<file path="src/rtl/jsu_pkg.sv">
// Shared types, codes and helper function of the JSON string unescaper.
`default_nettype none
package jsu_pkg;

    // Width of the saturating decoded byte counter.
    localparam int unsigned LENGTH_BITS = 16;
    localparam int unsigned LEN_OUT_W   = 16;
    localparam int unsigned MAX_RESULTS = 4;

    // Characters of interest.
    localparam logic [7:0] CH_NUL   = 8'h00;
    localparam logic [7:0] CH_QUOTE = 8'h22;
    localparam logic [7:0] CH_BSLSH = 8'h5C;
    localparam logic [7:0] CH_SLASH = 8'h2F;
    localparam logic [7:0] CH_LO_B  = 8'h62;
    localparam logic [7:0] CH_LO_F  = 8'h66;
    localparam logic [7:0] CH_LO_N  = 8'h6E;
    localparam logic [7:0] CH_LO_R  = 8'h72;
    localparam logic [7:0] CH_LO_T  = 8'h74;
    localparam logic [7:0] CH_LO_U  = 8'h75;
    localparam logic [7:0] CH_SPACE = 8'h20;

    localparam logic [15:0] HI_SURR_MIN = 16'hD800;
    localparam logic [15:0] HI_SURR_MAX = 16'hDBFF;
    localparam logic [15:0] LO_SURR_MIN = 16'hDC00;
    localparam logic [15:0] LO_SURR_MAX = 16'hDFFF;
    localparam logic [20:0] SUPP_BASE   = 21'h10000;
    localparam logic [20:0] CP_MAX_1B   = 21'h00007F;
    localparam logic [20:0] CP_MAX_2B   = 21'h0007FF;
    localparam logic [20:0] CP_MAX_3B   = 21'h00FFFF;

    typedef enum logic [3:0] {
        MODE_IDLE    = 4'd0,
        MODE_TEXT    = 4'd1,
        MODE_ESC     = 4'd2,
        MODE_HEX     = 4'd3,
        MODE_LOW_BS  = 4'd4,
        MODE_LOW_U   = 4'd5,
        MODE_LOW_HEX = 4'd6
    } t_mode;

    typedef enum logic [2:0] {
        ST_DATA       = 3'd0,
        ST_END        = 3'd1,
        ST_NO_QUOTE   = 3'd2,
        ST_BAD_ESC    = 3'd3,
        ST_BAD_HEX    = 3'd4,
        ST_BAD_SURR   = 3'd5,
        ST_BAD_CHAR   = 3'd6,
        ST_NOT_STRING = 3'd7
    } t_status;

    // Hex digit decode: bit 4 flags a valid digit, bits 3:0 carry its value.
    function automatic logic [4:0] hex_digit(input logic [7:0] c);
        logic [4:0] r;
        r = 5'd0;
        if (c >= 8'h30 && c <= 8'h39) begin
            r = {1'b1, c[3:0]};
        end else if ((c >= 8'h61 && c <= 8'h66) || (c >= 8'h41 && c <= 8'h46)) begin
            r = {1'b1, c[3:0] + 4'd9};
        end
        return r;
    endfunction

endpackage
`default_nettype wire

</file>
<file path="src/rtl/json_string_unescape_utf8.sv">
// JSON string unescaper: bytes of JSON text in, UTF-8 string bytes and status out.
//
// One JSON text byte enters per input beat; a byte that yields one result or none is
// taken every cycle unless stalled. Decoding, escape handling and UTF-8 encoding sit
// between the input handshake and a four-entry result register draining one
// beat per cycle unless stalled, so a \uXXXX escape holds input as it drains. Output
// tdata is {string_length[15:0], out_byte[7:0]}, tuser is {status[2:0], has_byte},
// tlast marks the final beat caused by one input byte. On any error status the string
// ends and the block waits for a new opening quote; drop the data already received.
`default_nettype none
module json_string_unescape_utf8
    import jsu_pkg::*;
(
    input  wire logic        i_clk,
    input  wire logic        i_rst_n,
    input  wire logic        i_s_axis_tvalid,
    output logic             o_s_axis_tready,
    input  wire logic [7:0]  i_s_axis_tdata,   // [7:0] in_byte
    output logic             o_m_axis_tvalid,
    input  wire logic        i_m_axis_tready,
    output logic [23:0]      o_m_axis_tdata,   // [7:0] out_byte, [23:8] string_length
    output logic [3:0]       o_m_axis_tuser,   // [0] has_byte, [3:1] status
    output logic             o_m_axis_tlast
);

    t_mode                  r_mode, n_mode;
    logic [15:0]            r_acc, n_acc;
    logic [1:0]             r_dcnt, n_dcnt;
    logic [9:0]             r_hs, n_hs;
    logic [LENGTH_BITS-1:0] r_bc, n_bc;

    logic [7:0]             r_obyte [MAX_RESULTS];
    logic [2:0]             r_ocnt;
    logic [1:0]             r_oidx;
    logic                   r_oend;
    t_status                r_ostatus;
    logic [LEN_OUT_W-1:0]   r_olen;

    logic                   in_acc, out_acc;
    logic [7:0]             c;
    logic [4:0]             hv;
    logic [15:0]            acc_sh;
    logic [20:0]            pair_cp;
    logic                   enc;
    logic [20:0]            enc_cp;
    logic [2:0]             em_n;
    logic                   em_end;
    t_status                em_status;
    logic [LEN_OUT_W-1:0]   em_len;
    logic [7:0]             em_byte [MAX_RESULTS];
    logic [LENGTH_BITS:0]   bc_sum;
    logic [LENGTH_BITS+LEN_OUT_W-1:0] bc_wide;

    assign c        = i_s_axis_tdata;
    assign hv       = hex_digit(c);
    assign acc_sh   = {r_acc[11:0], hv[3:0]};
    assign pair_cp  = {1'b0, r_hs, acc_sh[9:0]} + SUPP_BASE;
    assign bc_wide  = {{LEN_OUT_W{1'b0}}, r_bc};

    assign o_s_axis_tready = (r_ocnt == 3'd0) || (r_ocnt == 3'd1 && i_m_axis_tready);
    assign in_acc          = i_s_axis_tvalid && o_s_axis_tready;
    assign out_acc         = o_m_axis_tvalid && i_m_axis_tready;

    always_comb begin
        n_mode    = r_mode;
        n_acc     = r_acc;
        n_dcnt    = r_dcnt;
        n_hs      = r_hs;
        n_bc      = r_bc;
        enc       = 1'b0;
        enc_cp    = 21'd0;
        em_n      = 3'd0;
        em_end    = 1'b0;
        em_status = ST_DATA;
        em_len    = '0;
        em_byte[0] = c;
        em_byte[1] = 8'd0;
        em_byte[2] = 8'd0;
        em_byte[3] = 8'd0;

        unique case (r_mode)
            MODE_TEXT: begin
                if (c == CH_QUOTE) begin
                    em_end    = 1'b1;
                    em_status = ST_END;
                    em_len    = bc_wide[LEN_OUT_W-1:0];
                end else if (c == CH_NUL) begin
                    em_end    = 1'b1;
                    em_status = ST_NO_QUOTE;
                end else if (c == CH_BSLSH) begin
                    n_mode = MODE_ESC;
                end else if (c < CH_SPACE) begin
                    em_end    = 1'b1;
                    em_status = ST_BAD_CHAR;
                end else begin
                    em_n = 3'd1;
                end
            end
            MODE_ESC: begin
                n_mode = MODE_TEXT;
                em_n   = 3'd1;
                unique case (c)
                    CH_QUOTE, CH_BSLSH, CH_SLASH: em_byte[0] = c;
                    CH_LO_B: em_byte[0] = 8'h08;
                    CH_LO_F: em_byte[0] = 8'h0C;
                    CH_LO_N: em_byte[0] = 8'h0A;
                    CH_LO_R: em_byte[0] = 8'h0D;
                    CH_LO_T: em_byte[0] = 8'h09;
                    CH_LO_U: begin
                        em_n   = 3'd0;
                        n_mode = MODE_HEX;
                        n_acc  = 16'd0;
                        n_dcnt = 2'd0;
                    end
                    default: begin
                        em_n      = 3'd0;
                        em_end    = 1'b1;
                        em_status = ST_BAD_ESC;
                    end
                endcase
            end
            MODE_HEX, MODE_LOW_HEX: begin
                if (!hv[4]) begin
                    em_end    = 1'b1;
                    em_status = ST_BAD_HEX;
                end else begin
                    n_acc = acc_sh;
                    if (r_dcnt != 2'd3) begin
                        n_dcnt = r_dcnt + 2'd1;
                    end else begin
                        n_dcnt = 2'd0;
                        if (r_mode == MODE_HEX) begin
                            if (acc_sh >= HI_SURR_MIN && acc_sh <= HI_SURR_MAX) begin
                                n_hs   = acc_sh[9:0];
                                n_mode = MODE_LOW_BS;
                            end else begin
                                n_mode = MODE_TEXT;
                                enc    = 1'b1;
                                enc_cp = {5'd0, acc_sh};
                            end
                        end else if (acc_sh < LO_SURR_MIN || acc_sh > LO_SURR_MAX) begin
                            em_end    = 1'b1;
                            em_status = ST_BAD_SURR;
                        end else begin
                            n_mode = MODE_TEXT;
                            enc    = 1'b1;
                            enc_cp = pair_cp;
                        end
                    end
                end
            end
            MODE_LOW_BS: begin
                if (c == CH_BSLSH) begin
                    n_mode = MODE_LOW_U;
                end else begin
                    em_end    = 1'b1;
                    em_status = ST_BAD_SURR;
                end
            end
            MODE_LOW_U: begin
                if (c == CH_LO_U) begin
                    n_mode = MODE_LOW_HEX;
                    n_acc  = 16'd0;
                    n_dcnt = 2'd0;
                end else begin
                    em_end    = 1'b1;
                    em_status = ST_BAD_SURR;
                end
            end
            default: begin
                if (c == CH_QUOTE) begin
                    n_mode = MODE_TEXT;
                    n_bc   = '0;
                    n_acc  = 16'd0;
                    n_dcnt = 2'd0;
                end else begin
                    em_end    = 1'b1;
                    em_status = ST_NOT_STRING;
                end
            end
        endcase

        if (enc) begin
            if (enc_cp <= CP_MAX_1B) begin
                em_n       = 3'd1;
                em_byte[0] = enc_cp[7:0];
            end else if (enc_cp <= CP_MAX_2B) begin
                em_n       = 3'd2;
                em_byte[0] = {3'b110, enc_cp[10:6]};
                em_byte[1] = {2'b10, enc_cp[5:0]};
            end else if (enc_cp <= CP_MAX_3B) begin
                em_n       = 3'd3;
                em_byte[0] = {4'b1110, enc_cp[15:12]};
                em_byte[1] = {2'b10, enc_cp[11:6]};
                em_byte[2] = {2'b10, enc_cp[5:0]};
            end else begin
                em_n       = 3'd4;
                em_byte[0] = {5'b11110, enc_cp[20:18]};
                em_byte[1] = {2'b10, enc_cp[17:12]};
                em_byte[2] = {2'b10, enc_cp[11:6]};
                em_byte[3] = {2'b10, enc_cp[5:0]};
            end
        end

        // Saturate the decoded length at all ones.
        bc_sum = {1'b0, r_bc} + {{(LENGTH_BITS-2){1'b0}}, em_n};
        if (em_n != 3'd0) begin
            n_bc = bc_sum[LENGTH_BITS] ? {LENGTH_BITS{1'b1}} : bc_sum[LENGTH_BITS-1:0];
        end
        if (em_end) begin
            n_mode = MODE_IDLE;
        end
    end

    always_ff @(posedge i_clk) begin
        if (!i_rst_n) begin
            r_mode <= MODE_IDLE;
            r_acc  <= 16'd0;
            r_dcnt <= 2'd0;
            r_hs   <= 10'd0;
            r_bc   <= '0;
        end else if (in_acc) begin
            r_mode <= n_mode;
            r_acc  <= n_acc;
            r_dcnt <= n_dcnt;
            r_hs   <= n_hs;
            r_bc   <= n_bc;
        end
    end

    // Result register: load on a producing beat, advance one entry per output beat.
    always_ff @(posedge i_clk) begin
        if (!i_rst_n) begin
            r_ocnt <= 3'd0;
            r_oidx <= 2'd0;
        end else if (in_acc && (em_end || em_n != 3'd0)) begin
            r_ocnt <= em_end ? 3'd1 : em_n;
            r_oidx <= 2'd0;
        end else if (out_acc) begin
            r_ocnt <= r_ocnt - 3'd1;
            r_oidx <= r_oidx + 2'd1;
        end
    end

    always_ff @(posedge i_clk) begin
        if (in_acc && (em_end || em_n != 3'd0)) begin
            r_obyte   <= em_byte;
            r_oend    <= em_end;
            r_ostatus <= em_status;
            r_olen    <= em_len;
        end
    end

    assign o_m_axis_tvalid = (r_ocnt != 3'd0);
    assign o_m_axis_tlast  = (r_ocnt == 3'd1);
    assign o_m_axis_tdata  = {r_olen, r_oend ? 8'd0 : r_obyte[r_oidx]};
    assign o_m_axis_tuser  = {r_ostatus, !r_oend};

`ifndef SYNTHESIS
    a_cnt_range: assert property (@(posedge i_clk) disable iff (!i_rst_n)
        r_ocnt <= 3'd4)
        else $error("result count above four");

    a_end_is_last: assert property (@(posedge i_clk) disable iff (!i_rst_n)
        (o_m_axis_tvalid && !o_m_axis_tuser[0]) |-> o_m_axis_tlast)
        else $error("end result not on final beat");

    a_no_overrun: assert property (@(posedge i_clk) disable iff (!i_rst_n)
        o_s_axis_tready |-> (r_ocnt <= 3'd1))
        else $error("input ready while results pending");

    a_len_mono: assert property (@(posedge i_clk) disable iff (!i_rst_n)
        ($past(i_rst_n) && !($past(in_acc) && $past(r_mode) == MODE_IDLE))
        |-> (r_bc >= $past(r_bc)))
        else $error("byte count dropped inside a string");

    a_data_status: assert property (@(posedge i_clk) disable iff (!i_rst_n)
        (o_m_axis_tvalid && o_m_axis_tuser[0]) |-> (o_m_axis_tuser[3:1] == ST_DATA))
        else $error("data beat with non-data status");
`endif

endmodule
`default_nettype wire

</file>
<file path="config.mk">
export PLATFORM = sky130hd
export DESIGN_NAME = json_string_unescape_utf8
export DESIGN_NICKNAME = d
export VERILOG_FILES = /design/src/rtl/jsu_pkg.sv /design/src/rtl/json_string_unescape_utf8.sv
export SDC_FILE = /design/constraint.sdc
export NUM_CORES = 1
export LEC_CHECK = 0
export ABC_CLOCK_PERIOD_IN_PS = 6100
export BUFFER_PORTS_ARGS = -buffer_cell sky130_fd_sc_hd__buf_2
export CAP_MARGIN = 5
export CORE_ASPECT_RATIO = 0.75
export CORE_MARGIN = 5
export CORE_UTILIZATION = 47
export CTS_CLUSTER_DIAMETER = 200
export DETAILED_ROUTE_END_ITERATION = 8
export SLEW_MARGIN = 20
export SYNTH_ARGS = -nofsm -noshare
export SYNTH_HDL_FRONTEND = slang
export SYNTH_SLANG_ARGS = --single-unit
</file>
<file path="constraint.sdc">
create_clock -name i_clk -period 6.1 [get_ports i_clk]
set_input_delay 1.525 -clock i_clk [delete_from_list [all_inputs] [get_ports i_clk]]
set_output_delay 1.525 -clock i_clk [all_outputs]
set_load 0.1 [all_outputs]
</file>
==> results of run 1 <==
[metrics by stage]
stage | hold WS, ns | power, mW | instance area [um^2] | util [%]
2_1_floorplan | 0.446 | 1.43 | 5640 | -
3_3_place_gp | 0.462 | 1.54 | 5980 | 51.3
3_5_place_dp | 0.472 | 1.54 | 5980 | 51.3
4_1_cts | 0.494 | 2.12 | 6290 | 53.9
5_1_grt | 0.506 | 2.19 | 6290 | 53.9
6_report | 0.498 | 2.10 | 6290 | 53.9
[layer usage]
layer,share of wire (%),vias up,track usage [%]
li1,-,2319,-
met3,7.8,10,4.23
met5,0,-,0
met4,0.84,0,4.24
met1,51,2312,35.4
met2,40,204,29.8
[flip-flops by register name, indices dropped and copies added, names as in the netlist, 3 cells and up]
register	count
r_acc	12
r_bc	16
r_hs	10
r_mode	3
r_obyte	29
r_ocnt	3
r_olen	16
r_ostatus	3
[worst max-delay path, stage by stage]
cell	delay, ns
buf_2	0.15
inv_1	0.11
ha_1	0.25
nor3b_2	0.31
nor3_4	0.08
nor2_2	0.39
nor2_1	0.11
a21boi_0	0.19
nand2_1	0.12
nand2_1	0.08
nor2_1	0.13
ha_1	0.20
fa_1	0.22
a21oi_1	0.11
or3_1	0.46
nor2_1	0.30
nand3_1	0.17
or2_2	0.43
a41oi_1	0.25
o221a_2	0.20
[synth_stat cells, drive strengths merged (3+ instances only)]
cell type	instances	area share, %
nand2	56	3.7
edfxtp	49	26
dfxtp	48	17
o21ai	45	4.0
nor2	42	3.0
a21oi	35	3.2
and2	31	3.4
nand3	26	2.3
clkbuf	19	1.3
nor3	19	2.1
a22o	15	2.3
a31oi	12	1.3
buf	12	1.1
ha	12	2.7
nor2b	12	1.3
inv	11	0.73
and3	9	1.0
nand2b	9	1.0
mux2i	8	1.4
mux4	7	2.8
or3	7	0.78
o22ai	6	0.67
o31ai	6	0.80
nand4	5	0.55
nor4	5	0.55
a211oi	4	0.53
a21boi	4	0.53
nand3b	4	0.75
or2	4	0.44
xnor2	4	0.62
xor2	4	0.62
a21o	3	0.40
a22oi	3	0.40
o21a	3	0.40
o221a	3	0.60
o311a	3	0.53
[final timing paths]
check,startpoint,end,slack (ns),cells past startpoint
setup reg to reg,r_mode[1]$_SDFFE_PN0P_,r_bc[9]$_SDFFE_PN0P_,1.23,15
hold / removal,r_dcnt[1]$_SDFFE_PN0P_,r_dcnt[1]$_SDFFE_PN0P_,0.50,1
setup / recovery,i_s_axis_tdata[0],r_bc[9]$_SDFFE_PN0P_,0.60,20
hold reg to reg,r_dcnt[1]$_SDFFE_PN0P_,r_dcnt[1]$_SDFFE_PN0P_,0.50,1
[cell type report]
class	instances	area, um^2	area share [%]
sequential	97	2430	38.7
multi-input combinational	455	3030	48.2
inverter	13	48.8	0.776
clock inverter	7	77.6	1.23
clock buffer	9	225	3.58
tap	162	203	3.22
timing repair buffer	50	270	4.30
[report_power, final]
group	leakage, nW	switching, mW	total, mW	internal, mW
Combinational	1.34	0.526	0.657	0.131
Sequential	0.851	0.0422	0.863	0.821
Clock	0.142	0.256	0.578	0.322
[cells by family after synthesis]
family          after synthesis  share of synthesized area [%]
flops                        97                           43.1
simple gates                242                           23.3
xor+xnor                      8                           1.24
buf+inv                      44                           3.24
mux                          16                           4.42
compound gates              176                           21.6
fa+ha+maj                    13                           3.02
==> impl_metrics.py, run 1 <==
metrics = {
    "synthesis": {
        "netlist_instances": 596,
        "syn_nets": 621,
        "syn_area_um2": 5640,
        "synth_flop_cell": "edfxtp_1",
        "yosys_warnings": 0,
        "synth_edf_count": 49,
        "async_flop_share_pct": 0,
        "avgSynthCellArea_um2": 9.46,
        "synth-seq-area-share_pct": 43.1,
        "synth-seq-cells": 97,
        "ys_types": 82,
    },
    "final_layout": {
        "nNetsFinal": 651,
        "mostFrequentLayoutCell": "nand2_1",
        "nFillCells": 1069,
        "final_cell_mix": "nand2_1 (56), edfxtp_1 (49), dfxtp_1 (48)",
        "area_delta_synth_final_pct": 11.5,
        "final_layout_size_suffix_gt1_share_pct": 16.0,
        "fin_cells": 793,
        "n_antenna_cell": 0,
    },
    "global_route": {
        "antenna_found_initial": 0,
        "grt_pass1_wl_um": 24500,
        "grtUsageTotal_pct": 21.8,
        "grt_overflow": 0,
        "first_global_vias": 4411,
        "grt_max_degree": 55,
    },
    "cts": {
        "clk_latency_ns": 0.34,
        "numCtsBuffers": 9,
        "root_buffer": "clkbuf_16",
        "cts_resized": 0,
        "cts.htree.levels": 3,
        "cts_sinks": 97,
        "hold_buffers": 0,
        "cts_tree": "built",
        "cts_max_path_buffers": 2,
        "cts_setup_buffers": 0,
        "cts.clk_slew.worst_paths_ns": 0.07,
    },
    "critical_path": {
        "worstPathMaxFanout": 11,
        "worstPathRequired_ns": 6.39,
        "critPathArrivalTime_ns": 5.79,
        "end_kind": "register",
        "path_class": "in2reg",
        "cp-start-kind": "input pin",
    },
    "detailed_routing": {
        "drt_first_pass_iters": 6,
        "wl_per_cell_um": 19.2,
        "vias_per_cell": 6.11,
        "vias": 4845,
        "ant_nets": 0,
        "routed_wirelength_um": 15200,
        "drtIter0Drc": 545,
        "drc": 0,
    },
    "floorplanning": {
        "num_io_pins": 43,
        "fp.dieH_um": 105,
        "dieWidth_um": 136,
        "die_area_um2": 14300,
        "start_util_pct": 48.4,
        "core_um2": 11700,
        "fp-row-count": 34,
    },
    "sta": {
        "layout_setup_ws_ns": 0.597,
        "tns_ns": 0,
        "rsz0062_at_grt": "no",
        "hold_viol": 0,
        "tightest_slew_ns": 1.02,
        "slew_viol_final": 0,
        "slew-limit-headroom_pct": 32.0,
        "setup_viol": 0,
        "post-route-period-util_pct": 90.2,
        "timing.final.crit_period_ns": 5.50,
        "finClkSkew_ns": 0.00530,
        "timing.fmax_mhz": 182,
    },
    "placement": {
        "place_ws_ns": 0.312,
        "dp_cells": 777,
        "dpl.hpwl_um": 11200,
        "place.gp.congestion": 0.901,
        "portBuffers": 42,
    },
    "pwr": {
        "power.density_nw_per_um2": 334,
        "p_leak_nw": 2.33,
        "peakVddDrop_v": 0.000332,
    },
    "flow_run": {
        "maxCapViolations": 0,
    },
    "worst_hold_path": {
        "min_path_type": "reg2reg",
    },
    "outcome": {
        "status": "completed",
    },
}
Note: power is estimated with default switching activity, not from simulation.
==> run 2: changes to the inputs <==
- RECOVER_POWER: default -> 100
==> run 2 against run 1 <==
Net effect:
- clock power hardly changed
- flip-flop and latch count unchanged
- power is 0.55% lower
- routed wire length rose by 0.18%
- worst setup slack worse by 0.14 ns
- critical endpoint unchanged
==> impl_metrics.py, run 2 (synthesis gave the netlist of run 1 again) <==
metrics = {
    "outcome": {
        "status": "completed",
    },
    "detailed_routing": {
        "ant_nets": 0,
        "vias": 4815,
        "wl_per_cell_um": 19.2,
        "drt_first_pass_iters": 5,
        "drtIter0Drc": 535,
        "routed_wirelength_um": 15200,
        "vias_per_cell": 6.07,
        "drc": 0,
    },
    "sta": {
        "rsz0062_at_grt": "no",
        "finClkSkew_ns": 0.00647,
        "fin_hold_ws_ns": 0.494,
        "layout_setup_ws_ns": 0.455,
        "slew_viol_final": 0,
        "tightest_slew_ns": 1.23,
        "post-route-period-util_pct": 92.5,
        "slew-limit-headroom_pct": 18.2,
        "timing.final.crit_period_ns": 5.64,
        "tns_ns": 0,
        "hold_viol": 0,
        "setup_viol": 0,
        "timing.fmax_mhz": 177,
    },
    "floorplanning": {
        "fp-row-count": 34,
        "start_util_pct": 48.4,
        "die_area_um2": 14300,
        "fp.dieH_um": 105,
        "core_um2": 11700,
        "dieWidth_um": 136,
        "num_io_pins": 43,
    },
    "global_route": {
        "antenna_found_initial": 0,
        "grtUsageTotal_pct": 21.8,
        "met1_usage_pct": 35.4,
        "first_global_vias": 4411,
        "grt_overflow": 0,
        "met3_usage_pct": 4.23,
        "grt_pass1_wl_um": 24500,
        "grt_max_degree": 55,
        "met2_usage_pct": 29.8,
        "busiest_layer": "met1",
    },
    "final_layout": {
        "nNetsFinal": 651,
        "n_antenna_cell": 0,
        "mostFrequentLayoutCell": "nand2_1",
        "final_core_util_pct": 53.2,
        "largest_register": "r_obyte",
        "final_layout_size_suffix_gt1_share_pct": 10.1,
        "final_cell_mix": "nand2_1 (56), edfxtp_1 (49), dfxtp_1 (48)",
        "reg.largest.list": "r_obyte: 29 flops, r_bc: 16 flops, r_olen: 16 flops",
        "area_delta_synth_final_pct": 9.98,
        "stdcell_area_um2": 6200,
        "largest_register_ffs": 29,
        "fin_cells": 793,
    },
    "placement": {
        "portBuffers": 42,
        "place.gp.congestion": 0.901,
        "place_ws_ns": 0.312,
        "dpl.hpwl_um": 11200,
        "place_area_um2": 5980,
        "dp_cells": 777,
    },
    "cts": {
        "cts_tree": "built",
        "hold_buffers": 0,
        "cts_max_path_buffers": 2,
        "root_buffer": "clkbuf_16",
        "cts.htree.levels": 3,
        "cts_resized": 0,
        "cts_setup_buffers": 0,
        "cts.clk_slew.worst_paths_ns": 0.07,
        "numCtsBuffers": 9,
        "cts_sinks": 97,
        "clk_latency_ns": 0.35,
    },
    "critical_path": {
        "startpoint": "i_s_axis_tdata[0]",
        "worstPathRequired_ns": 6.39,
        "worstPathMaxFanout": 11,
        "end_kind": "register",
        "cp-start-kind": "input pin",
        "timing.rr.end": "r_bc[9]$_SDFFE_PN0P_",
        "critPathArrivalTime_ns": 5.93,
        "worstRegToRegCells": 15,
        "endpoint": "r_bc[9]$_SDFFE_PN0P_",
        "path_class": "in2reg",
        "reg2reg_from": "r_mode[2]$_SDFFE_PN0P_",
        "r2r_slack_ns": 1.17,
    },
    "worst_hold_path": {
        "min_path_type": "reg2reg",
    },
    "flow_run": {
        "maxCapViolations": 0,
    },
    "pwr": {
        "peakVddDrop_v": 0.000321,
        "power.density_nw_per_um2": 336,
        "totalPowerFinal_mw": 2.09,
        "p_leak_nw": 2.20,
    },
}
[run 2: area by class of cell]
| class | count | area [um^2] |
|---|---|---|
| timing repair buffer | 50 | 220 |
| sequential | 97 | 2430 |
| fill | 1091 | 5450 |
| multi-input combinational | 455 | 3000 |
| clock inverter | 7 | 77.6 |
| tap | 162 | 203 |
| clock buffer | 9 | 225 |
| inverter | 13 | 48.8 |
[run 2: worst min-delay path by stage]
stage / cells after the start / end / slack, ns / start
global placement: 1 / r_dcnt[1]$_SDFFE_PN0P_ / 0.46 / r_dcnt[1]$_SDFFE_PN0P_
floorplan: 1 / r_dcnt[1]$_SDFFE_PN0P_ / 0.45 / r_dcnt[1]$_SDFFE_PN0P_
detailed placement: 1 / r_dcnt[1]$_SDFFE_PN0P_ / 0.47 / r_dcnt[1]$_SDFFE_PN0P_
finish: 1 / r_dcnt[1]$_SDFFE_PN0P_ / 0.49 / r_dcnt[1]$_SDFFE_PN0P_
CTS: 1 / r_dcnt[1]$_SDFFE_PN0P_ / 0.49 / r_dcnt[1]$_SDFFE_PN0P_
global route: 1 / r_dcnt[1]$_SDFFE_PN0P_ / 0.51 / r_dcnt[1]$_SDFFE_PN0P_
[run 2: where the power goes]
group          switching (mW)  total (mW)  internal, mW
sequential             0.0432       0.866         0.823
combinational           0.526       0.640         0.114
clock                   0.258       0.580         0.322
total                   0.827        2.09          1.26
[run 2: metal layers]
layer  vias to the layer above  wire [um]
met3                        10       1120
met5                         -          0
met2                       177       6060
met4                         0        127
met1                      2308       7920
li1                       2320          -
[run 2: worst max-delay path, stage by stage]
cell      delay (ns)
buf_2           0.15
inv_1           0.11
ha_1            0.26
nor3b_1         0.44
nor3_4          0.09
or2_2           0.40
nand2_1         0.24
clkinv_1        0.13
a221o_1         0.30
inv_1           0.12
fa_1            0.23
a21oi_1         0.11
or3_1           0.46
nor2_1          0.30
nand3_1         0.17
or2_2           0.43
a41oi_1         0.26
o221a_2         0.21
